===== src/hdl/blt_pkg.sv =====
package blt_pkg;

  // Default symbol width of the line code.
  localparam int BLT_SYMBOL_BITS = 5;

  // Configuration register widths and reset values.
  localparam int BIT_PERIOD_W      = 10;
  localparam int STOP_PERIOD_W     = 11;
  localparam int CFG_INDEX_W       = 2;
  localparam int CFG_DATA_W        = 11;
  localparam int BIT_PERIOD_RESET  = 22;
  localparam int STOP_PERIOD_RESET = 33;

  // Receiver sampling schedule, in ticks counted from the start tick.
  localparam int RX_START_SAMPLE_T = 10;
  localparam int RX_DATA_FIRST_T   = 25;
  localparam int RX_BIT_SPACING    = 20;
  localparam int RX_VOTE_OFF_A     = 0;
  localparam int RX_VOTE_OFF_B     = 5;
  localparam int RX_VOTE_OFF_C     = 10;
  localparam int RX_STOP_LEAD      = 30;
  localparam int RX_VOTE_W         = 2;
  localparam int RX_OFF_W          = $clog2(RX_BIT_SPACING);

  typedef enum logic [CFG_INDEX_W-1:0] {
    REG_BIT_PERIOD  = 2'd0,
    REG_STOP_PERIOD = 2'd1,
    REG_LOOPBACK    = 2'd2
  } blt_reg_t;

  // Per-word status from the transmitter.
  typedef struct packed {
    logic accepted;
    logic busy;
    logic level_set;
    logic level_val;
  } blt_tx_stat_t;

  // Per-word status from the receiver.
  typedef struct packed {
    logic sample;
    logic valid;
    logic ferr;
  } blt_rx_stat_t;

endpackage


===== src/hdl/blt_if.sv =====
interface blt_in_if import blt_pkg::*; #(
  parameter int SYMBOL_BITS = BLT_SYMBOL_BITS
) ();
  logic                   valid;
  logic                   ready;
  logic                   line_in;
  logic                   send_valid;
  logic [SYMBOL_BITS-1:0] send_symbol;

  modport source (output valid, line_in, send_valid, send_symbol, input ready);
  modport sink   (input valid, line_in, send_valid, send_symbol, output ready);
endinterface

interface blt_out_if import blt_pkg::*; #(
  parameter int SYMBOL_BITS = BLT_SYMBOL_BITS
) ();
  logic                   valid;
  logic                   ready;
  logic                   line_out;
  logic                   send_accepted;
  logic                   sender_busy;
  logic                   recv_valid;
  logic [SYMBOL_BITS-1:0] recv_symbol;
  logic                   recv_framing_error;

  modport source (output valid, line_out, send_accepted, sender_busy, recv_valid,
                  recv_symbol, recv_framing_error, input ready);
  modport sink   (input valid, line_out, send_accepted, sender_busy, recv_valid,
                  recv_symbol, recv_framing_error, output ready);
endinterface

interface blt_cfg_if import blt_pkg::*; ();
  logic                   valid;
  logic                   ready;
  logic [CFG_INDEX_W-1:0] index;
  logic [CFG_DATA_W-1:0]  data;

  modport source (output valid, index, data, input ready);
  modport sink   (input valid, index, data, output ready);
endinterface


===== src/hdl/blt_tx.sv =====
module blt_tx import blt_pkg::*; #(
  parameter int SYMBOL_BITS = BLT_SYMBOL_BITS
) (
  input  logic                     clk,
  input  logic                     rst_n,
  input  logic                     step,
  input  logic                     req,
  input  logic [SYMBOL_BITS-1:0]   sym,
  input  logic [BIT_PERIOD_W-1:0]  bit_period,
  input  logic [STOP_PERIOD_W-1:0] stop_period,
  output blt_tx_stat_t             stat
);

  localparam int IDX_W = $clog2(SYMBOL_BITS + 2);
  localparam logic [IDX_W-1:0] LAST_DATA = IDX_W'(SYMBOL_BITS);
  localparam logic [IDX_W-1:0] STOP_IDX  = IDX_W'(SYMBOL_BITS + 1);

  logic                     active_r, active_nxt;
  logic [IDX_W-1:0]         idx_r, idx_nxt;
  logic [STOP_PERIOD_W-1:0] cnt_r, cnt_nxt;
  logic [SYMBOL_BITS-1:0]   shift_r, shift_nxt;
  logic [STOP_PERIOD_W-1:0] bit_len_m1;
  logic [STOP_PERIOD_W-1:0] stop_len_m1;

  // A zero period behaves as one tick.
  assign bit_len_m1 = (bit_period == '0) ? '0
                    : STOP_PERIOD_W'(bit_period - BIT_PERIOD_W'(1));
  assign stop_len_m1 = (stop_period == '0) ? '0 : stop_period - STOP_PERIOD_W'(1);

  always_comb begin
    active_nxt     = active_r;
    idx_nxt        = idx_r;
    cnt_nxt        = cnt_r;
    shift_nxt      = shift_r;
    stat.accepted  = 1'b0;
    stat.level_set = 1'b0;
    stat.level_val = 1'b0;
    if (active_r) begin
      if (cnt_r != '0) begin
        cnt_nxt = cnt_r - STOP_PERIOD_W'(1);
      end else if (idx_r < LAST_DATA) begin
        idx_nxt        = idx_r + IDX_W'(1);
        stat.level_set = 1'b1;
        stat.level_val = ~shift_r[0];
        shift_nxt      = shift_r >> 1;
        cnt_nxt        = bit_len_m1;
      end else if (idx_r == LAST_DATA) begin
        idx_nxt        = STOP_IDX;
        stat.level_set = 1'b1;
        cnt_nxt        = stop_len_m1;
      end else begin
        active_nxt     = 1'b0;
        idx_nxt        = '0;
        stat.level_set = 1'b1;
      end
    end
    // A request on the tick the stop bit ends is taken on that same tick.
    if (req && !active_nxt) begin
      stat.accepted  = 1'b1;
      active_nxt     = 1'b1;
      idx_nxt        = '0;
      shift_nxt      = sym;
      stat.level_set = 1'b1;
      stat.level_val = 1'b1;
      cnt_nxt        = bit_len_m1;
    end
    stat.busy = active_nxt;
  end

  always_ff @(posedge clk) begin
    if (!rst_n) begin
      active_r <= 1'b0;
      idx_r    <= '0;
      cnt_r    <= '0;
      shift_r  <= '0;
    end else if (step) begin
      active_r <= active_nxt;
      idx_r    <= idx_nxt;
      cnt_r    <= cnt_nxt;
      shift_r  <= shift_nxt;
    end
  end

endmodule


===== src/hdl/blt_rx.sv =====
module blt_rx import blt_pkg::*; #(
  parameter int SYMBOL_BITS = BLT_SYMBOL_BITS
) (
  input  logic                   clk,
  input  logic                   rst_n,
  input  logic                   step,
  input  logic                   line,
  output blt_rx_stat_t           stat,
  output logic [SYMBOL_BITS-1:0] sym
);

  localparam int STOP_T   = RX_STOP_LEAD + RX_BIT_SPACING * SYMBOL_BITS;
  localparam int DATA_END = RX_DATA_FIRST_T + RX_BIT_SPACING * SYMBOL_BITS;
  localparam int CNT_W    = $clog2(STOP_T + 1);
  localparam int BIDX_W   = (SYMBOL_BITS > 1) ? $clog2(SYMBOL_BITS) : 1;

  logic                   active_r, active_nxt;
  logic [CNT_W-1:0]       cnt_r, cnt_nxt;
  logic                   start_r, start_nxt;
  logic [RX_VOTE_W-1:0]   votes_r, votes_nxt;
  logic [SYMBOL_BITS-1:0] bits_r, bits_nxt;
  logic [RX_OFF_W-1:0]    off_r, off_nxt;
  logic [BIDX_W-1:0]      bidx_r, bidx_nxt;
  logic [CNT_W-1:0]       tick;

  assign tick = cnt_r + CNT_W'(1);

  always_comb begin
    active_nxt  = active_r;
    cnt_nxt     = cnt_r;
    start_nxt   = start_r;
    votes_nxt   = votes_r;
    bits_nxt    = bits_r;
    off_nxt     = off_r;
    bidx_nxt    = bidx_r;
    stat.sample = 1'b0;
    stat.valid  = 1'b0;
    stat.ferr   = 1'b0;
    sym         = '0;
    if (!active_r) begin
      // Idle: every tick is a sample, and a high line starts a frame.
      stat.sample = 1'b1;
      if (line) begin
        active_nxt = 1'b1;
        cnt_nxt    = '0;
        votes_nxt  = '0;
        bits_nxt   = '0;
        start_nxt  = 1'b0;
      end
    end else begin
      cnt_nxt = tick;
      if (tick == CNT_W'(RX_START_SAMPLE_T)) begin
        stat.sample = 1'b1;
        start_nxt   = line;
      end else if (tick >= CNT_W'(RX_DATA_FIRST_T) && tick < CNT_W'(DATA_END)) begin
        // Position within the current data bit, tracked by a wrap counter.
        if (tick == CNT_W'(RX_DATA_FIRST_T)) begin
          off_nxt  = '0;
          bidx_nxt = '0;
        end else if (off_r == RX_OFF_W'(RX_BIT_SPACING - 1)) begin
          off_nxt  = '0;
          bidx_nxt = bidx_r + BIDX_W'(1);
        end else begin
          off_nxt = off_r + RX_OFF_W'(1);
        end
        if (off_nxt == RX_OFF_W'(RX_VOTE_OFF_A) || off_nxt == RX_OFF_W'(RX_VOTE_OFF_B) ||
            off_nxt == RX_OFF_W'(RX_VOTE_OFF_C)) begin
          stat.sample = 1'b1;
          if (!line) begin
            votes_nxt = votes_r + RX_VOTE_W'(1);
          end
          if (off_nxt == RX_OFF_W'(RX_VOTE_OFF_C)) begin
            if (votes_nxt >= RX_VOTE_W'(2)) begin
              bits_nxt = bits_r | (SYMBOL_BITS'(1) << bidx_nxt);
            end
            votes_nxt = '0;
          end
        end
      end else if (tick == CNT_W'(STOP_T)) begin
        stat.sample = 1'b1;
        stat.valid  = 1'b1;
        if (!start_r || line) begin
          stat.ferr = 1'b1;
        end else begin
          sym = bits_r;
        end
        active_nxt = 1'b0;
        cnt_nxt    = '0;
        votes_nxt  = '0;
      end
    end
  end

  always_ff @(posedge clk) begin
    if (!rst_n) begin
      active_r <= 1'b0;
      cnt_r    <= '0;
      start_r  <= 1'b0;
      votes_r  <= '0;
      bits_r   <= '0;
      off_r    <= '0;
      bidx_r   <= '0;
    end else if (step) begin
      active_r <= active_nxt;
      cnt_r    <= cnt_nxt;
      start_r  <= start_nxt;
      votes_r  <= votes_nxt;
      bits_r   <= bits_nxt;
      off_r    <= off_nxt;
      bidx_r   <= bidx_nxt;
    end
  end

endmodule


===== src/hdl/baudot_line_transceiver.sv =====
// Five-bit teletype line transceiver, advanced by one word per millisecond tick.
// Each input word on in_if carries the received line sample (line_in) and an
// optional transmit request (send_valid, send_symbol). Each input word yields
// exactly one output word on out_if with the transmit line level, whether the
// request was taken, the transmitter busy flag and, on the tick a received
// frame's stop sample is taken, the decoded symbol and framing error flag.
// The cfg_if channel writes the bit period, stop period and loopback enable;
// it is always ready and should only be used while the block is idle.
// Throughput is one word per clock cycle while out_if is ready: the word is
// captured in an input register, then the receiver and transmitter update and
// the result is loaded into the output register once that register is free.
// The input register and output register form a two-deep pipeline: when out_if
// stalls, one more word is still taken and held, then in_if.ready drops until
// the output drains. Synchronous reset (rst_n low) empties both registers,
// idles the receiver and transmitter, sets the kept line level low and
// restores the configuration defaults.
module baudot_line_transceiver import blt_pkg::*; #(
  parameter int SYMBOL_BITS = BLT_SYMBOL_BITS
) (
  input  logic      clk,
  input  logic      rst_n,
  blt_in_if.sink    in_if,
  blt_out_if.source out_if,
  blt_cfg_if.sink   cfg_if
);

  // Configuration registers.
  logic [BIT_PERIOD_W-1:0]  bit_period_r;
  logic [STOP_PERIOD_W-1:0] stop_period_r;
  logic                     loopback_r;

  // Input register.
  logic                   in_valid_r;
  logic                   line_r;
  logic                   req_r;
  logic [SYMBOL_BITS-1:0] sym_r;

  // Output register.
  logic                   out_valid_r;
  logic                   line_out_r;
  logic                   accepted_r;
  logic                   busy_r;
  logic                   rvalid_r;
  logic [SYMBOL_BITS-1:0] rsym_r;
  logic                   rerr_r;

  // Line level state, kept across words.
  logic out_level_r, out_level_nxt;

  logic                   advance;
  logic                   step;
  blt_tx_stat_t           tx_stat;
  blt_rx_stat_t           rx_stat;
  logic [SYMBOL_BITS-1:0] rx_sym;

  // The pipeline moves whenever the output register is empty or being drained.
  assign advance     = !out_valid_r || out_if.ready;
  assign step        = in_valid_r && advance;
  assign in_if.ready = !in_valid_r || advance;
  assign cfg_if.ready = 1'b1;

  blt_tx #(.SYMBOL_BITS(SYMBOL_BITS)) u_tx (
    .clk         (clk),
    .rst_n       (rst_n),
    .step        (step),
    .req         (req_r),
    .sym         (sym_r),
    .bit_period  (bit_period_r),
    .stop_period (stop_period_r),
    .stat        (tx_stat)
  );

  blt_rx #(.SYMBOL_BITS(SYMBOL_BITS)) u_rx (
    .clk   (clk),
    .rst_n (rst_n),
    .step  (step),
    .line  (line_r),
    .stat  (rx_stat),
    .sym   (rx_sym)
  );

  // Loopback copies the sample onto the line on every receiver sample tick,
  // but only while the transmitter stays idle after this tick.
  always_comb begin
    if (rx_stat.sample && loopback_r && !tx_stat.busy) begin
      out_level_nxt = line_r;
    end else if (tx_stat.level_set) begin
      out_level_nxt = tx_stat.level_val;
    end else begin
      out_level_nxt = out_level_r;
    end
  end

  // Control state and configuration.
  always_ff @(posedge clk) begin
    if (!rst_n) begin
      in_valid_r    <= 1'b0;
      out_valid_r   <= 1'b0;
      out_level_r   <= 1'b0;
      bit_period_r  <= BIT_PERIOD_W'(BIT_PERIOD_RESET);
      stop_period_r <= STOP_PERIOD_W'(STOP_PERIOD_RESET);
      loopback_r    <= 1'b0;
    end else begin
      if (in_if.valid && in_if.ready) begin
        in_valid_r <= 1'b1;
      end else if (advance) begin
        in_valid_r <= 1'b0;
      end
      if (advance) begin
        out_valid_r <= in_valid_r;
      end
      if (step) begin
        out_level_r <= out_level_nxt;
      end
      if (cfg_if.valid) begin
        unique case (blt_reg_t'(cfg_if.index))
          REG_BIT_PERIOD:  bit_period_r  <= cfg_if.data[BIT_PERIOD_W-1:0];
          REG_STOP_PERIOD: stop_period_r <= cfg_if.data[STOP_PERIOD_W-1:0];
          REG_LOOPBACK:    loopback_r    <= cfg_if.data[0];
          default: begin
          end
        endcase
      end
    end
  end

  // Payload registers.
  always_ff @(posedge clk) begin
    if (in_if.valid && in_if.ready) begin
      line_r <= in_if.line_in;
      req_r  <= in_if.send_valid;
      sym_r  <= in_if.send_symbol;
    end
    if (step) begin
      line_out_r <= out_level_nxt;
      accepted_r <= tx_stat.accepted;
      busy_r     <= tx_stat.busy;
      rvalid_r   <= rx_stat.valid;
      rsym_r     <= rx_sym;
      rerr_r     <= rx_stat.ferr;
    end
  end

  assign out_if.valid              = out_valid_r;
  assign out_if.line_out           = line_out_r;
  assign out_if.send_accepted      = accepted_r;
  assign out_if.sender_busy        = busy_r;
  assign out_if.recv_valid         = rvalid_r;
  assign out_if.recv_symbol        = rsym_r;
  assign out_if.recv_framing_error = rerr_r;

endmodule


===== src/flat_wrapper.sv =====
// flat-port wrapper written by rule: the top's interface ports become plain ports
module baudot_line_transceiver_flat import blt_pkg::*;
#(
  parameter int SYMBOL_BITS = BLT_SYMBOL_BITS
)
  (clk, rst_n, in_if_valid, in_if_line_in, in_if_send_valid, in_if_send_symbol, in_if_ready, out_if_valid, out_if_line_out, out_if_send_accepted, out_if_sender_busy, out_if_recv_valid, out_if_recv_symbol, out_if_recv_framing_error, out_if_ready, cfg_if_valid, cfg_if_index, cfg_if_data, cfg_if_ready);
  blt_in_if #(.SYMBOL_BITS(SYMBOL_BITS)) in_if_i ();
  blt_out_if #(.SYMBOL_BITS(SYMBOL_BITS)) out_if_i ();
  blt_cfg_if cfg_if_i ();
  input  logic clk;
  input  logic rst_n;
  input wire logic [$bits(in_if_i.valid)-1:0] in_if_valid;
  input wire logic [$bits(in_if_i.line_in)-1:0] in_if_line_in;
  input wire logic [$bits(in_if_i.send_valid)-1:0] in_if_send_valid;
  input wire logic [$bits(in_if_i.send_symbol)-1:0] in_if_send_symbol;
  output wire logic [$bits(in_if_i.ready)-1:0] in_if_ready;
  output wire logic [$bits(out_if_i.valid)-1:0] out_if_valid;
  output wire logic [$bits(out_if_i.line_out)-1:0] out_if_line_out;
  output wire logic [$bits(out_if_i.send_accepted)-1:0] out_if_send_accepted;
  output wire logic [$bits(out_if_i.sender_busy)-1:0] out_if_sender_busy;
  output wire logic [$bits(out_if_i.recv_valid)-1:0] out_if_recv_valid;
  output wire logic [$bits(out_if_i.recv_symbol)-1:0] out_if_recv_symbol;
  output wire logic [$bits(out_if_i.recv_framing_error)-1:0] out_if_recv_framing_error;
  input wire logic [$bits(out_if_i.ready)-1:0] out_if_ready;
  input wire logic [$bits(cfg_if_i.valid)-1:0] cfg_if_valid;
  input wire logic [$bits(cfg_if_i.index)-1:0] cfg_if_index;
  input wire logic [$bits(cfg_if_i.data)-1:0] cfg_if_data;
  output wire logic [$bits(cfg_if_i.ready)-1:0] cfg_if_ready;
  assign in_if_i.valid = in_if_valid;
  assign in_if_i.line_in = in_if_line_in;
  assign in_if_i.send_valid = in_if_send_valid;
  assign in_if_i.send_symbol = in_if_send_symbol;
  assign in_if_ready = in_if_i.ready;
  assign out_if_valid = out_if_i.valid;
  assign out_if_line_out = out_if_i.line_out;
  assign out_if_send_accepted = out_if_i.send_accepted;
  assign out_if_sender_busy = out_if_i.sender_busy;
  assign out_if_recv_valid = out_if_i.recv_valid;
  assign out_if_recv_symbol = out_if_i.recv_symbol;
  assign out_if_recv_framing_error = out_if_i.recv_framing_error;
  assign out_if_i.ready = out_if_ready;
  assign cfg_if_i.valid = cfg_if_valid;
  assign cfg_if_i.index = cfg_if_index;
  assign cfg_if_i.data = cfg_if_data;
  assign cfg_if_ready = cfg_if_i.ready;
  baudot_line_transceiver #(.SYMBOL_BITS(SYMBOL_BITS)) u_core (.clk(clk), .rst_n(rst_n), .in_if(in_if_i), .out_if(out_if_i), .cfg_if(cfg_if_i));
endmodule

===== config.mk =====
export PLATFORM = sky130hd
export DESIGN_NAME = baudot_line_transceiver_flat
export DESIGN_NICKNAME = d
export VERILOG_FILES = /design/src/hdl/blt_pkg.sv /design/src/hdl/blt_if.sv /design/src/hdl/blt_tx.sv /design/src/hdl/blt_rx.sv /design/src/hdl/baudot_line_transceiver.sv /design/src/flat_wrapper.sv
export SDC_FILE = /design/constraint.sdc
export NUM_CORES = 1
export LEC_CHECK = 0
export BUFFER_PORTS_ARGS = -buffer_cell sky130_fd_sc_hd__buf_2
export CORE_ASPECT_RATIO = 1.1
export CORE_MARGIN = 8
export CORE_UTILIZATION = 32
export CTS_BUF_LIST = sky130_fd_sc_hd__clkbuf_2 sky130_fd_sc_hd__clkbuf_4 sky130_fd_sc_hd__clkbuf_8
export DETAILED_ROUTE_END_ITERATION = 10
export PLACE_DENSITY = 0.53
export SYNTH_ARGS = -nofsm -noshare
export SYNTH_HDL_FRONTEND = slang
export SYNTH_HIERARCHICAL = 1
export SYNTH_SLANG_ARGS = --single-unit

===== constraint.sdc =====
create_clock -name clk -period 6 [get_ports clk]
set_input_delay 1.8 -clock clk [delete_from_list [all_inputs] [get_ports clk]]
set_output_delay 1.8 -clock clk [all_outputs]
set_load 0.03 [all_outputs]

=== Word-level counts from Yosys, hierarchy flattened ===
Index checks and enable logic that the tools add are counted.

* Register bits: 87
* Bits of input ports: 25
* Output and inout port bits: 13
* Word-level logic and storage cells: 180

* Add/subtract/negate cells: 8
* $lt $le $gt $ge: 4
* Equality and inequality tests: 18
* Shift operators: 1
* Mux-type cells: 78
* Bitwise gates (word level): 5
* Reductions and logical operators: 40

{| class="wikitable"
|+ Operators by type and width
! operator !! count
|-
| 5-bit 2-to-1 mux || 16
|-
| 11-bit 2-to-1 mux || 7
|-
| 8-bit 2-to-1 mux || 5
|-
| 3-bit 2-to-1 mux || 11
|-
| 2-bit 2-to-1 mux || 15
|-
| 1-bit 2-to-1 mux || 24
|-
| 11-bit by 1-bit subtractor with 11-bit output, second input constant || 2
|-
| 2-bit by 1-bit inequality test with 1-bit output, second input constant || 6
|-
| 11-bit zero test || 1
|-
| 11-bit nonzero test || 1
|-
| 10-bit by 1-bit subtractor with 11-bit output, second input constant || 1
|-
| 10-bit zero test || 1
|-
| 3-bit AND reduction || 3
|-
| 8-bit by 1-bit adder with 8-bit output, second input constant || 1
|-
| 8-bit by 4-bit equality test with 1-bit output, second input constant || 1
|-
| 8-bit by 5-bit equality test with 1-bit output, second input constant || 1
|-
| 8-bit equality test, second input constant || 1
|-
| 8-bit by 5-bit >= comparator with 1-bit output, second input constant || 1
|-
| 8-bit by 7-bit less-than comparator with 1-bit output, second input constant || 1
|-
| 2-bit AND reduction || 4
|-
| 4-bit AND reduction || 2
|-
| 2-bit nonzero test || 4
|-
| 7-bit AND reduction || 1
|-
| 3-bit by 1-bit adder with 3-bit output, second input constant || 2
|-
| other kinds (26) || 42
|}

=== Depth between registers and ports, before layout ===
Gate-level depths: netlist of the first run.

* Depth in word-level cells: 20
* Mapped depth: 12
* Depth with buffers taken out: 11

=== Modules after synthesis ===
The synthesis of the first run kept the hierarchy.

{| class="wikitable"
|+ By module, submodules not included
! module !! instances !! cells an instance !! area each (µm²) !! seq. area each (µm²)
|-
| blt_tx || 1 || 255 || 1994.4 || 400.4
|-
| blt_rx || 1 || 219 || 1737.9 || 500.5
|-
| baudot_line_transceiver || 1 || 135 || 1526.5 || 1011.0
|}

=== Least setup slack after synthesis of the first run ===
No wires, ideal clock.

* Kind: input -> output
* Start: in out_if_ready
* End: out in_if_ready
* Arrival time: 2.250 ns
* Data required time: 4.200 ns
* Setup slack: 1.950 ns
* Stages: 2
* Buffers on the path: 0
* Cells stage by stage: nor2b_1 -> nand2_1

* Longest elaborated chain between the ends: 2

{| class="wikitable"
|+ RTL lines
! what !! RTL line !! source
|-
| start: declaration || flat_wrapper.sv:24 || <nowiki>input wire logic [$bits(out_if_i.ready)-1:0] out_if_ready;</nowiki>
|-
| 1-bit logical OR || baudot_line_transceiver.sv:57 || <nowiki>assign advance = !out_valid_r || out_if.ready;</nowiki>
|-
| 1-bit logical OR || baudot_line_transceiver.sv:59 || <nowiki>assign in_if.ready = !in_valid_r || advance;</nowiki>
|-
| end: declaration || flat_wrapper.sv:16 || <nowiki>output wire logic [$bits(in_if_i.ready)-1:0] in_if_ready;</nowiki>
|}

Every way passes these cells.

=== Worst setup path in the final report of the first run ===
Ends and elaborated chain as after synthesis.

==> flow_metrics.env, run 1 <==
export IMPL_status="finished, final reports clean"
export IMPL_async_flop_share_pct=0
export IMPL_synth_top_cell_by_area="dfxtp_1"
export IMPL_cts_hold_buf=0
export IMPL_tns_ps=0
export IMPL_grt_pass1_wl_um=21800
export IMPL_rsz0062_at_grt="false"
export IMPL_peakVddDrop_uv=75.0
export IMPL_syn_to_final_growth_pct=8.99
export IMPL_dpl_cell_area_um2=5540
export IMPL_cts_max_path_buffers=2
export IMPL_layout_commonest_cell="nand2_1"
export IMPL_crit_path_max_fanout=5
export IMPL_grt_ovfl_total=0
export IMPL_nFillCells=1637
export IMPL_critPathTopFamily="simple AND/OR/NAND/NOR gates"
export IMPL_avgSynthCellArea_um2=8.64
export IMPL_diodes=0
export IMPL_cpPeakStageDelay_ps=250
export IMPL_synth_ff_type="dfxtp_1"
export IMPL_ios=38
export IMPL_grt_max_degree=59
export IMPL_worst_pin_slew_ps=974
export IMPL_power_leakage_nw=2.01
export IMPL_mostFrequentLayoutCells="nand2_1 (80), dfxtp_1 (70), buf_2 (36)"
export IMPL_die_area_um2=20800
export IMPL_die_w_um=138
export IMPL_chipHeight_um=150
export IMPL_final_net_count=661
export IMPL_layout_drive_gt1_share_pct=12.2
export IMPL_synth_seq_area_share_pct=36.4
export IMPL_vias=4525
export IMPL_multiInputGateArea_um2=3100
export IMPL_ys_ff_latch=87
export IMPL_dpl_hpwl_um=9820
export IMPL_core_area_um2=16200
export IMPL_cts_tree="yes"
export IMPL_powerDensity_nw_per_um2=219
export IMPL_yosysTopAreaCellShare_pct=26.6
export IMPL_utilization_pct=35.3
export IMPL_antenna_found_initial=0
export IMPL_required_ps=4200
export IMPL_design_area_um2=5730
export IMPL_insertion_delay_ps=380
export IMPL_seq_area_um2=1910
export IMPL_cts_max_level=3
export IMPL_cp_cell_sequence="buf_2 > nor2b_1 > nand2_1 > buf_2"
export IMPL_wire_per_inst_um=15.9
export IMPL_ys_types=86
export IMPL_cp_arrival_ps=2440
export IMPL_grt_pass1_vias=4323
export IMPL_slew_headroom_pct=35.1
export IMPL_maxCapViolCount=0
export IMPL_root_buffer="clkbuf_8"
export IMPL_end_kind="output port"
export IMPL_crit_type="primary input to output port"
export IMPL_finalHoldViolations=0
export IMPL_synthCells=609
export IMPL_grt_usage_pct=12.8
export IMPL_hp_class="register to register"
export IMPL_cts_resized=0
export IMPL_place_ws_ps=1740
export IMPL_post_cts_setup_buffers=0
export IMPL_cp_slowest_cell="nor2b_1"
export IMPL_drc=0
export IMPL_final_period_utilization_pct=70.7
export IMPL_viasPerCell=5.43
export IMPL_io_buffers=36
export IMPL_finClkSkew_ps=15.4
export IMPL_syn_nets=646
export IMPL_critPathBufInv=2
export IMPL_maxSlewViolCount=0
export IMPL_fin_crit_ps=4240
export IMPL_clk_pin_slew_ps=90
export IMPL_reg2reg_slack_ps=2590
export IMPL_detail_route_antenna_nets=0
export IMPL_cts_sinks=87
export IMPL_startpoint_type="primary input"
export IMPL_crit_top_cell="buf_2"
export IMPL_synth_edff_count=17
export IMPL_gp_congestion=0.829
export IMPL_rows=49
export IMPL_clock_fmax_mhz=236
export IMPL_synth_warnings=6
export IMPL_dr_pass1_iters=4
export IMPL_setup_slack_ps=1760
export IMPL_routed_wl_um=13300
export IMPL_cts_made_buffers=9
export IMPL_setup_viol=0
export IMPL_synth_cell_area_um2=5260
export IMPL_yosys_top_cells_area="dfxtp_1 (27%), edfxtp_1 (9.7%), nand2_1 (5.7%), o21ai_0 (3.1%), ha_1 (2.9%)"
export IMPL_drt_iter0_markers=273
export IMPL_start_util_pct=32.4
-- worst min-delay path: stages, from the launching register on --
cell,delay [ps]
dfxtp_1,320
nand2_1,50
o31ai_1,50
-- cell type report --
| cell class | count | share of cell area (%) |
|---|---|---|
| inverters | 20 | 1.31 |
| clock inverters | 7 | 1.18 |
| flip-flops and latches | 87 | 33.4 |
| well taps | 204 | 4.45 |
| multi-input cells | 468 | 54.1 |
| clock buffers | 9 | 2.16 |
| repair buffers | 38 | 3.41 |
-- final timing paths --
kind	to	cells after the start	start
setup reg to reg	u_core/u_rx/bits_r[2]	8	u_core/u_rx/cnt_r[0]
hold / removal	u_core/u_rx/bits_r[3]	2	u_core/u_rx/bits_r[3]
setup / recovery	in_if_ready	4	out_if_ready
hold reg to reg	u_core/u_rx/bits_r[3]	2	u_core/u_rx/bits_r[3]
-- state kept, by name, summed over array words and instances, names as in the netlist, 2 cells and up --
| signal | flops |
|---|---|
| u_core/bit_period_r | 10 |
| u_core/out_if.recv_symbol | 5 |
| u_core/stop_period_r | 11 |
| u_core/sym_r | 5 |
| u_core/u_rx/bidx_r | 3 |
| u_core/u_rx/bits_r | 5 |
| u_core/u_rx/cnt_r | 8 |
| u_core/u_rx/off_r | 5 |
| u_core/u_rx/votes_r | 2 |
| u_core/u_tx/cnt_r | 11 |
| u_core/u_tx/idx_r | 3 |
| u_core/u_tx/shift_r | 5 |
-- through the flow --
stage          hold slack, ps  instances  power, mW
6_report                  465        833       1.25
3_3_place_gp              435        817      0.844
5_1_grt                   498        833       1.32
4_1_cts                   463        833       1.27
3_5_place_dp              442        817      0.846
2_1_floorplan             417        609      0.792
-- per-layer routing --
metal / wire, um / part of all wire, % / GRT usage [%] / vias up
met5: 0 / 0 / 0 / -
met2: 6600 / 50 / 22.2 / 83
met3: 390 / 2.9 / 1.74 / 21
li1: - / - / - / 2290
met4: 366 / 2.8 / 7.23 / 0
met1: 5910 / 45 / 14.9 / 2131
-- synthesized netlist by cell type (4+ instances only) --
master     n
a211oi_1   6
a21boi_0  12
a21boi_1   7
a21o_1     4
a21oi_1   24
a22oi_1    8
a311oi_1   4
a31oi_1    9
a32o_1     4
a32oi_1    4
and2_1    15
and3_1     7
buf_2     10
buf_4      5
clkbuf_1  16
dfxtp_1   70
edfxtp_1  17
ha_1      12
inv_1     18
mux2i_1    8
nand2_1   80
nand2b_1   7
nand3_1   23
nor2_1    29
nor2b_1   21
nor3_1    12
nor3b_1    5
nor4_1     6
nor4b_1    4
o211ai_1   6
o21a_1     5
o21ai_0   33
o31a_1     4
o31ai_1   10
o32ai_1    4
or3_1      5
or4_1      6
xnor2_1   12
xor2_1     6
-- logic make-up (layout without fill, tap and decap cells) --
logic type,Yosys count,after routing,synth area share [%]
buffers and inverters,54,74,4.64
flip-flops,87,87,36.4
multiplexers,11,11,2.17
adder cells (fa/ha/maj),12,12,2.86
AND/OR/NAND/NOR,252,252,26.9
AO/OA/AOI/OAI,174,174,24.1
other,1,1,0.0713
XOR/XNOR,18,18,3.00
-- report_power, final --
group / internal (mW) / leakage [nW] / switching (mW)
clock network: 0.193 / 0.0971 / 0.229
logic: 0.0723 / 1.18 / 0.118
registers: 0.617 / 0.726 / 0.0251
Power figures use the tool's default switching activity.
==> inputs of run 2 (changes only) <==
--- a/config.mk
+++ b/config.mk
@@ -5,6 +5,7 @@
 export SDC_FILE = /design/constraint.sdc
 export NUM_CORES = 1
 export LEC_CHECK = 0
+export ABC_AREA = 1
 export BUFFER_PORTS_ARGS = -buffer_cell sky130_fd_sc_hd__buf_2
 export CORE_ASPECT_RATIO = 1.1
 export CORE_MARGIN = 8
==> constraint.sdc (replaced) <==
create_clock -name clk -period 4.1 [get_ports clk]
set_input_delay 1.23 -clock clk [delete_from_list [all_inputs] [get_ports clk]]
set_output_delay 1.23 -clock clk [all_outputs]
set_load 0.03 [all_outputs]
==> run 2 against run 1 <==
Non-clock buffer count unchanged. Combinational power up 72%. Setup slack worse by 580 ps. Core utilization up 0.12 points. Critical path type unchanged. Critical endpoint unchanged. Highest routed layer unchanged.
==> flow_metrics.env, run 2 <==
export IMPL_status="finished, final reports clean"
export IMPL_dpl_cell_area_um2=5570
export IMPL_viasPerCell=4.69
export IMPL_synth_edff_count=17
export IMPL_ff2ff_path_depth=12
export IMPL_cp_arrival_ps=1690
export IMPL_drt_iter0_markers=223
export IMPL_dr_pass1_iters=7
export IMPL_grt_usage_pct=12.4
export IMPL_cts_max_level=3
export IMPL_core_area_um2=16200
export IMPL_yosys_top_cells_count="nand2_1 (166), nor2_1 (123), inv_1 (93)"
export IMPL_synthCells=773
export IMPL_top_regs="u_core/stop_period_r x11, u_core/u_tx/cnt_r x11, u_core/bit_period_r x10"
export IMPL_setup_viol=0
export IMPL_synth_ff_type="dfxtp_1"
export IMPL_holdCritStartpoint="u_core/u_rx/bits_r[4]"
export IMPL_ys_ff_latch=87
export IMPL_layout_commonest_cell="nand2_1"
export IMPL_chipHeight_um=151
export IMPL_startpoint_type="primary input"
export IMPL_final_period_utilization_pct=71.2
export IMPL_finalHoldViolations=0
export IMPL_seq_area_um2=1910
export IMPL_gp_congestion=0.831
export IMPL_yosysMostFrequentCell="nand2_1"
export IMPL_design_area_um2=5750
export IMPL_layout_drive_gt1_share_pct=12.9
export IMPL_fin_crit_ps=2920
export IMPL_root_buffer="clkbuf_8"
export IMPL_maxCapViolCount=0
export IMPL_min_to="u_core/u_rx/bits_r[4]"
export IMPL_power_leakage_nw=2.54
export IMPL_cts_max_path_buffers=2
export IMPL_end_kind="output port"
export IMPL_critical_path_cell_count=4
export IMPL_synth_top_cell_by_area="dfxtp_1"
export IMPL_crit_top_cell="buf_2"
export IMPL_hp_class="register to register"
export IMPL_critPathBufInv=3
export IMPL_crit_type="primary input to output port"
export IMPL_synth_seq_area_share_pct=36.3
export IMPL_cts_hold_buf=0
export IMPL_ios=38
export IMPL_rsz0062_at_grt="false"
export IMPL_cp_cell_sequence="buf_2 > inv_1 > nand3_1 > buf_2"
export IMPL_grt_ovfl_total=0
export IMPL_post_cts_setup_buffers=0
export IMPL_tns_ps=0
export IMPL_whs_path_depth=2
export IMPL_yosysTopAreaCellShare_pct=26.6
export IMPL_start_util_pct=32.4
export IMPL_die_w_um=138
export IMPL_finClkSkew_ps=13.4
export IMPL_crit_path_max_fanout=3
export IMPL_final_net_count=839
export IMPL_slew_headroom_pct=26.2
export IMPL_avgSynthCellArea_um2=6.81
export IMPL_regToRegStartpoint="u_core/u_rx/cnt_r[1]"
export IMPL_synth_warnings=6
export IMPL_detail_route_antenna_nets=0
export IMPL_mostFrequentLayoutCells="nand2_1 (166), nor2_1 (123), inv_1 (93)"
export IMPL_drc=0
export IMPL_maxSlewViolCount=0
export IMPL_cts_tree="yes"
export IMPL_antenna_found_initial=0
export IMPL_synth_cell_area_um2=5260
export IMPL_wire_per_inst_um=12.7
export IMPL_syn_to_final_growth_pct=9.30
export IMPL_rows=49
export IMPL_cts_resized=0
export IMPL_cp_slowest_cell="buf_2"
export IMPL_grt_pass1_wl_um=21500
export IMPL_cts_sinks=87
export IMPL_insertion_delay_ps=380
export IMPL_ys_types=39
export IMPL_syn_nets=810
export IMPL_diodes=0
export IMPL_nFillCells=1769
export IMPL_multiInputGateArea_um2=2830
export IMPL_yosys_top_cells_area="dfxtp_1 (27%), nand2_1 (12%), edfxtp_1 (9.7%), nor2_1 (8.8%), inv_1 (6.6%)"
export IMPL_die_area_um2=20800
export IMPL_io_buffers=36
export IMPL_async_flop_share_pct=0
export IMPL_cts_made_buffers=9
export IMPL_routed_wl_um=12800
export IMPL_vias=4739
export IMPL_critPathTopFamily="buffers and inverters"
export IMPL_cpPeakStageDelay_ps=200
export IMPL_required_ps=2870
export IMPL_dpl_hpwl_um=9550
export IMPL_reg2reg_slack_ps=1590
export IMPL_powerDensity_nw_per_um2=324
export IMPL_r2r_end="u_core/u_rx/off_r[2]"
export IMPL_grt_pass1_vias=4541
export IMPL_worst_pin_slew_ps=1100
export IMPL_whs_ps=469
export IMPL_clk_pin_slew_ps=100
export IMPL_grt_max_degree=44
export IMPL_peakVddDrop_uv=163
export IMPL_clock_fmax_mhz=343
-- run 2: cell types whose count changed after synthesis, sizes merged, moves of 14 or more --
cell / change
nand3: +51
and2: -15
clkbuf: -14
nand2: +99
a21oi: +28
nor2: +105
a21boi: -19
inv: +79
o21ai: +20
nor2b: -21
-- run 2: how the worst max path moves through the flow --
stage,endpoint,start
6_report,in_if_ready,out_if_ready
5_1_grt,u_core/u_tx/shift_r[3],out_if_ready
4_1_cts,in_if_ready,out_if_ready
3_5_place_dp,u_core/u_tx/shift_r[3],out_if_ready
3_3_place_gp,u_core/u_tx/shift_r[2],out_if_ready
2_1_floorplan,in_if_ready,out_if_ready
-- run 2: per-stage QoR --
step	worst slack [ps]	total power, mW	std cells	utilization (%)
final	1180	1.86	1011	35.4
after global routing	1030	1.97	1011	35.4
after CTS	1170	1.89	1011	35.4
after detailed placement	897	1.29	995	34.3
after global placement	972	1.29	995	34.3
after floorplan	1320	1.21	773	-
-- run 2: worst min-delay path, delay by kind of cell (launching register included) --
kind,cells,cell delay (ps)
AOI/OAI and AO/OA,1,60
buffers and inverters,1,60
DFF,1,310
-- run 2: area by class of cell --
cell class	count	share of cell area, %
flip-flops and latches	87	33.2
clock inverters	6	0.914
repair buffers	38	3.39
clock buffers	10	2.28
well taps	204	4.44
inverters	99	6.46
multi-input cells	567	49.3
-- run 2: logic make-up after synthesis --
group / after synthesis / synth area share, %
and+or+nand+nor: 422 / 36.2
buffers and inverters: 119 / 9.82
AOI/OAI and AO/OA: 115 / 11.9
DFF: 87 / 36.3
xor gates and xnor gates: 17 / 2.83
adders and majority gates: 12 / 2.85
other: 1 / 0.0713
-- run 2: layer usage --
metal	wire length (um)	global-route usage [%]	vias to the layer above	share of wire [%]
met5	0	0	-	0
met4	156	6.20	0	1.2
li1	-	-	2545	-
met1	5890	14.3	2137	46
met2	6450	22.4	47	50
met3	337	1.61	10	2.6
-- run 2: power breakdown --
part / total, mW / internal (mW) / switching (mW)
Clock: 0.593 / 0.238 / 0.355
Combinational: 0.327 / 0.111 / 0.216
Sequential: 0.944 / 0.911 / 0.0336
Total: 1.86 / 1.26 / 0.604
==> inputs of run 3 (changes only) <==
--- a/config.mk
+++ b/config.mk
@@ -5,14 +5,14 @@
 export SDC_FILE = /design/constraint.sdc
 export NUM_CORES = 1
 export LEC_CHECK = 0
-export ABC_AREA = 1
+export ABC_AREA = 0
 export BUFFER_PORTS_ARGS = -buffer_cell sky130_fd_sc_hd__buf_2
 export CORE_ASPECT_RATIO = 1.1
 export CORE_MARGIN = 8
 export CORE_UTILIZATION = 32
 export CTS_BUF_LIST = sky130_fd_sc_hd__clkbuf_2 sky130_fd_sc_hd__clkbuf_4 sky130_fd_sc_hd__clkbuf_8
 export DETAILED_ROUTE_END_ITERATION = 10
-export PLACE_DENSITY = 0.53
+export PLACE_DENSITY = 0.54
 export SYNTH_ARGS = -nofsm -noshare
 export SYNTH_HDL_FRONTEND = slang
 export SYNTH_HIERARCHICAL = 1
==> constraint.sdc (replaced) <==
create_clock -name clk -period 2.4 [get_ports clk]
set_input_delay 0.72 -clock clk [delete_from_list [all_inputs] [get_ports clk]]
set_output_delay 0.72 -clock clk [all_outputs]
set_load 0.03 [all_outputs]
==> run 3 against run 2 <==
Clock skew is 1.7 ps higher. Clock power is 84% higher. Count of clock-buffer cells in the layout is 1 lower. Hold slack worse by 17 ps. Core utilization is 4.5 points higher. Sequential share of layout area is 3.6 points lower. First-iteration DRC count is 14% higher. Combinational power is 75% higher. Setup slack worse by 1100 ps. Critical endpoint is now u_core/out_level_r. Largest cell class unchanged.
==> flow_metrics.env, run 3 (same netlist as run 1, synthesis figures left out) <==
export IMPL_ios=38
export IMPL_whs_ps=452
export IMPL_nFillCells=1640
export IMPL_whs_path_depth=2
export IMPL_power_mw=3.26
export IMPL_cts_max_level=3
export IMPL_setup_viol=0
export IMPL_vias=4857
export IMPL_grt_pass1_vias=4730
export IMPL_insertion_delay_ps=380
export IMPL_cts_sinks=87
export IMPL_final_period_utilization_pct=97.4
export IMPL_hp_class="register to register"
export IMPL_fin_crit_ps=2340
export IMPL_required_ps=2690
export IMPL_reg2reg_slack_ps=60
export IMPL_status="finished, final reports clean"
export IMPL_utilization_pct=39.9
export IMPL_end_kind="register"
export IMPL_layout_drive_gt1_share_pct=26.1
export IMPL_diodes=0
export IMPL_regToRegStartpoint="u_core/u_rx/cnt_r[1]"
export IMPL_cts_hold_buf=0
export IMPL_detail_route_antenna_nets=0
export IMPL_seq_area_um2=1920
export IMPL_dpl_hpwl_um=10700
export IMPL_holdCritStartpoint="u_core/u_rx/bits_r[2]"
export IMPL_final_net_count=729
export IMPL_cp_cell_sequence="buf_6 > and3_4 > and2_4 > buf_6 > o31a_1 > and4b_1 > nand2b_4 > a21oi_4 > nand2_1 > nor4bb_4 > nor3_2 > a32o_1"
export IMPL_clock_fmax_mhz=428
export IMPL_finClkSkew_ps=15.1
export IMPL_gp_congestion=0.894
export IMPL_switching_power_mw=0.986
export IMPL_slew_headroom_pct=62.6
export IMPL_peakVddDrop_uv=258
export IMPL_routed_wl_um=14300
export IMPL_viasPerCell=5.39
export IMPL_wire_per_inst_um=15.9
export IMPL_mostFrequentLayoutCells="nand2_1 (80), buf_4 (65), dfxtp_1 (64)"
export IMPL_rsz0062_at_grt="true"
export IMPL_cts_tree="yes"
export IMPL_min_to="u_core/u_rx/bits_r[2]"
export IMPL_die_area_um2=20800
export IMPL_cts_made_buffers=9
export IMPL_clk_pin_slew_ps=100
export IMPL_combPwrFrac_pct=17.5
export IMPL_drc=0
export IMPL_worst_pin_slew_ps=545
export IMPL_maxSlewViolCount=0
export IMPL_chipHeight_um=150
export IMPL_grt_usage_pct=13.6
export IMPL_powerDensity_nw_per_um2=503
export IMPL_finalHoldViolations=0
export IMPL_dr_pass1_iters=5
export IMPL_maxCapViolCount=0
export IMPL_start_util_pct=32.4
export IMPL_rows=49
export IMPL_startpoint_type="register"
export IMPL_p_int_mw=2.28
export IMPL_power_leakage_nw=2.41
export IMPL_cp_slowest_cell="dfxtp_2"
export IMPL_io_buffers=36
export IMPL_top_regs="u_core/stop_period_r x11, u_core/u_tx/cnt_r x11, u_core/bit_period_r x10"
export IMPL_die_w_um=138
export IMPL_p_sw_share_pct=30.2
export IMPL_root_buffer="clkbuf_8"
export IMPL_ff2ff_path_depth=12
export IMPL_cts_max_path_buffers=2
export IMPL_syn_to_final_growth_pct=23.4
export IMPL_grt_pass1_wl_um=23400
export IMPL_crit_type="register to register"
export IMPL_layout_commonest_cell="nand2_1"
export IMPL_core_area_um2=16200
export IMPL_grt_ovfl_total=0
export IMPL_multiInputGateArea_um2=3300
export IMPL_drt_iter0_markers=254
export IMPL_crit_path_max_fanout=6
export IMPL_antenna_found_initial=0
export IMPL_crit_top_cell="buf_6"
export IMPL_cp_arrival_ps=2620
export IMPL_cpPeakStageDelay_ps=350
export IMPL_grt_max_degree=33
export IMPL_pwr_share_clk_pct=33.5
export IMPL_r2r_end="u_core/out_level_r"
export IMPL_p_seq_share_pct=49.0
-- run 3: critical path: cells and delay by family (launching register included) --
| kind | cells | cell delay [ps] |
|---|---|---|
| AO/OA/AOI/OAI | 3 | 510 |
| buffers and inverters | 2 | 240 |
| flip-flops | 1 | 350 |
| AND/OR/NAND/NOR | 7 | 1160 |
-- run 3: worst max path at each step --
stage,from,slack (ps),to
after floorplan,u_core/u_rx/cnt_r[0],6,u_core/u_rx/bits_r[4]
after global placement,u_core/u_rx/cnt_r[0],-110,u_core/u_rx/bits_r[4]
after detailed placement,u_core/u_rx/cnt_r[0],-150,u_core/u_rx/bits_r[3]
after CTS,u_core/u_rx/cnt_r[0],2,u_core/u_rx/bits_r[3]
after global routing,u_core/u_rx/cnt_r[1],-30,u_core/out_level_r
final,u_core/u_rx/cnt_r[1],60,u_core/out_level_r
-- run 3: area by class of cell --
cell class / count / area share [%]
clock buffers: 9 / 1.91
inverters: 20 / 1.16
well taps: 204 / 3.93
clock inverters: 7 / 1.23
repair buffers: 106 / 11.3
multi-input cells: 468 / 50.8
flip-flops and latches: 87 / 29.6
-- run 3: power by group through the flow --
| stage | Clock [mW] | Combinational (mW) | Sequential (mW) |
|---|---|---|---|
| floorplan | 0 | 0.350 | 1.63 |
| finish | 1.09 | 0.573 | 1.60 |
| global route | 1.18 | 0.632 | 1.61 |
| global placement | 0 | 0.545 | 1.63 |
| CTS | 1.13 | 0.554 | 1.60 |
| detailed placement | 0 | 0.549 | 1.63 |
-- run 3: layer usage --
| metal | wire length (um) | share of wire [%] | GRT usage (%) |
|---|---|---|---|
| met1 | 6250 | 44 | 15.6 |
| met2 | 7400 | 52 | 24.8 |
| met3 | 410 | 2.9 | 2.30 |
| met4 | 256 | 1.8 | 5.27 |
| met5 | 0 | 0 | 0 |
-- run 3: timing repair --
| item | CTS | global route |
|---|---|---|
| setup endpoints to repair | 12 | 15 |
| setup buffers | 1 | 8 |
| pin swaps | 3 | 12 |
| resized for setup | 15 | 29 |
-- run 3: through the flow --
step / TNS [ps] / instance area, um^2 / setup WS [ps] / instances
floorplan: 0 / 5270 / 6.21 / 609
global placement: -563 / 6010 / -107 / 876
detailed placement: -885 / 6010 / -154 / 876
CTS: 0 / 6290 / 1.88 / 893
global route: -79.4 / 6490 / -34.1 / 901
finish: 0 / 6490 / 62.2 / 901
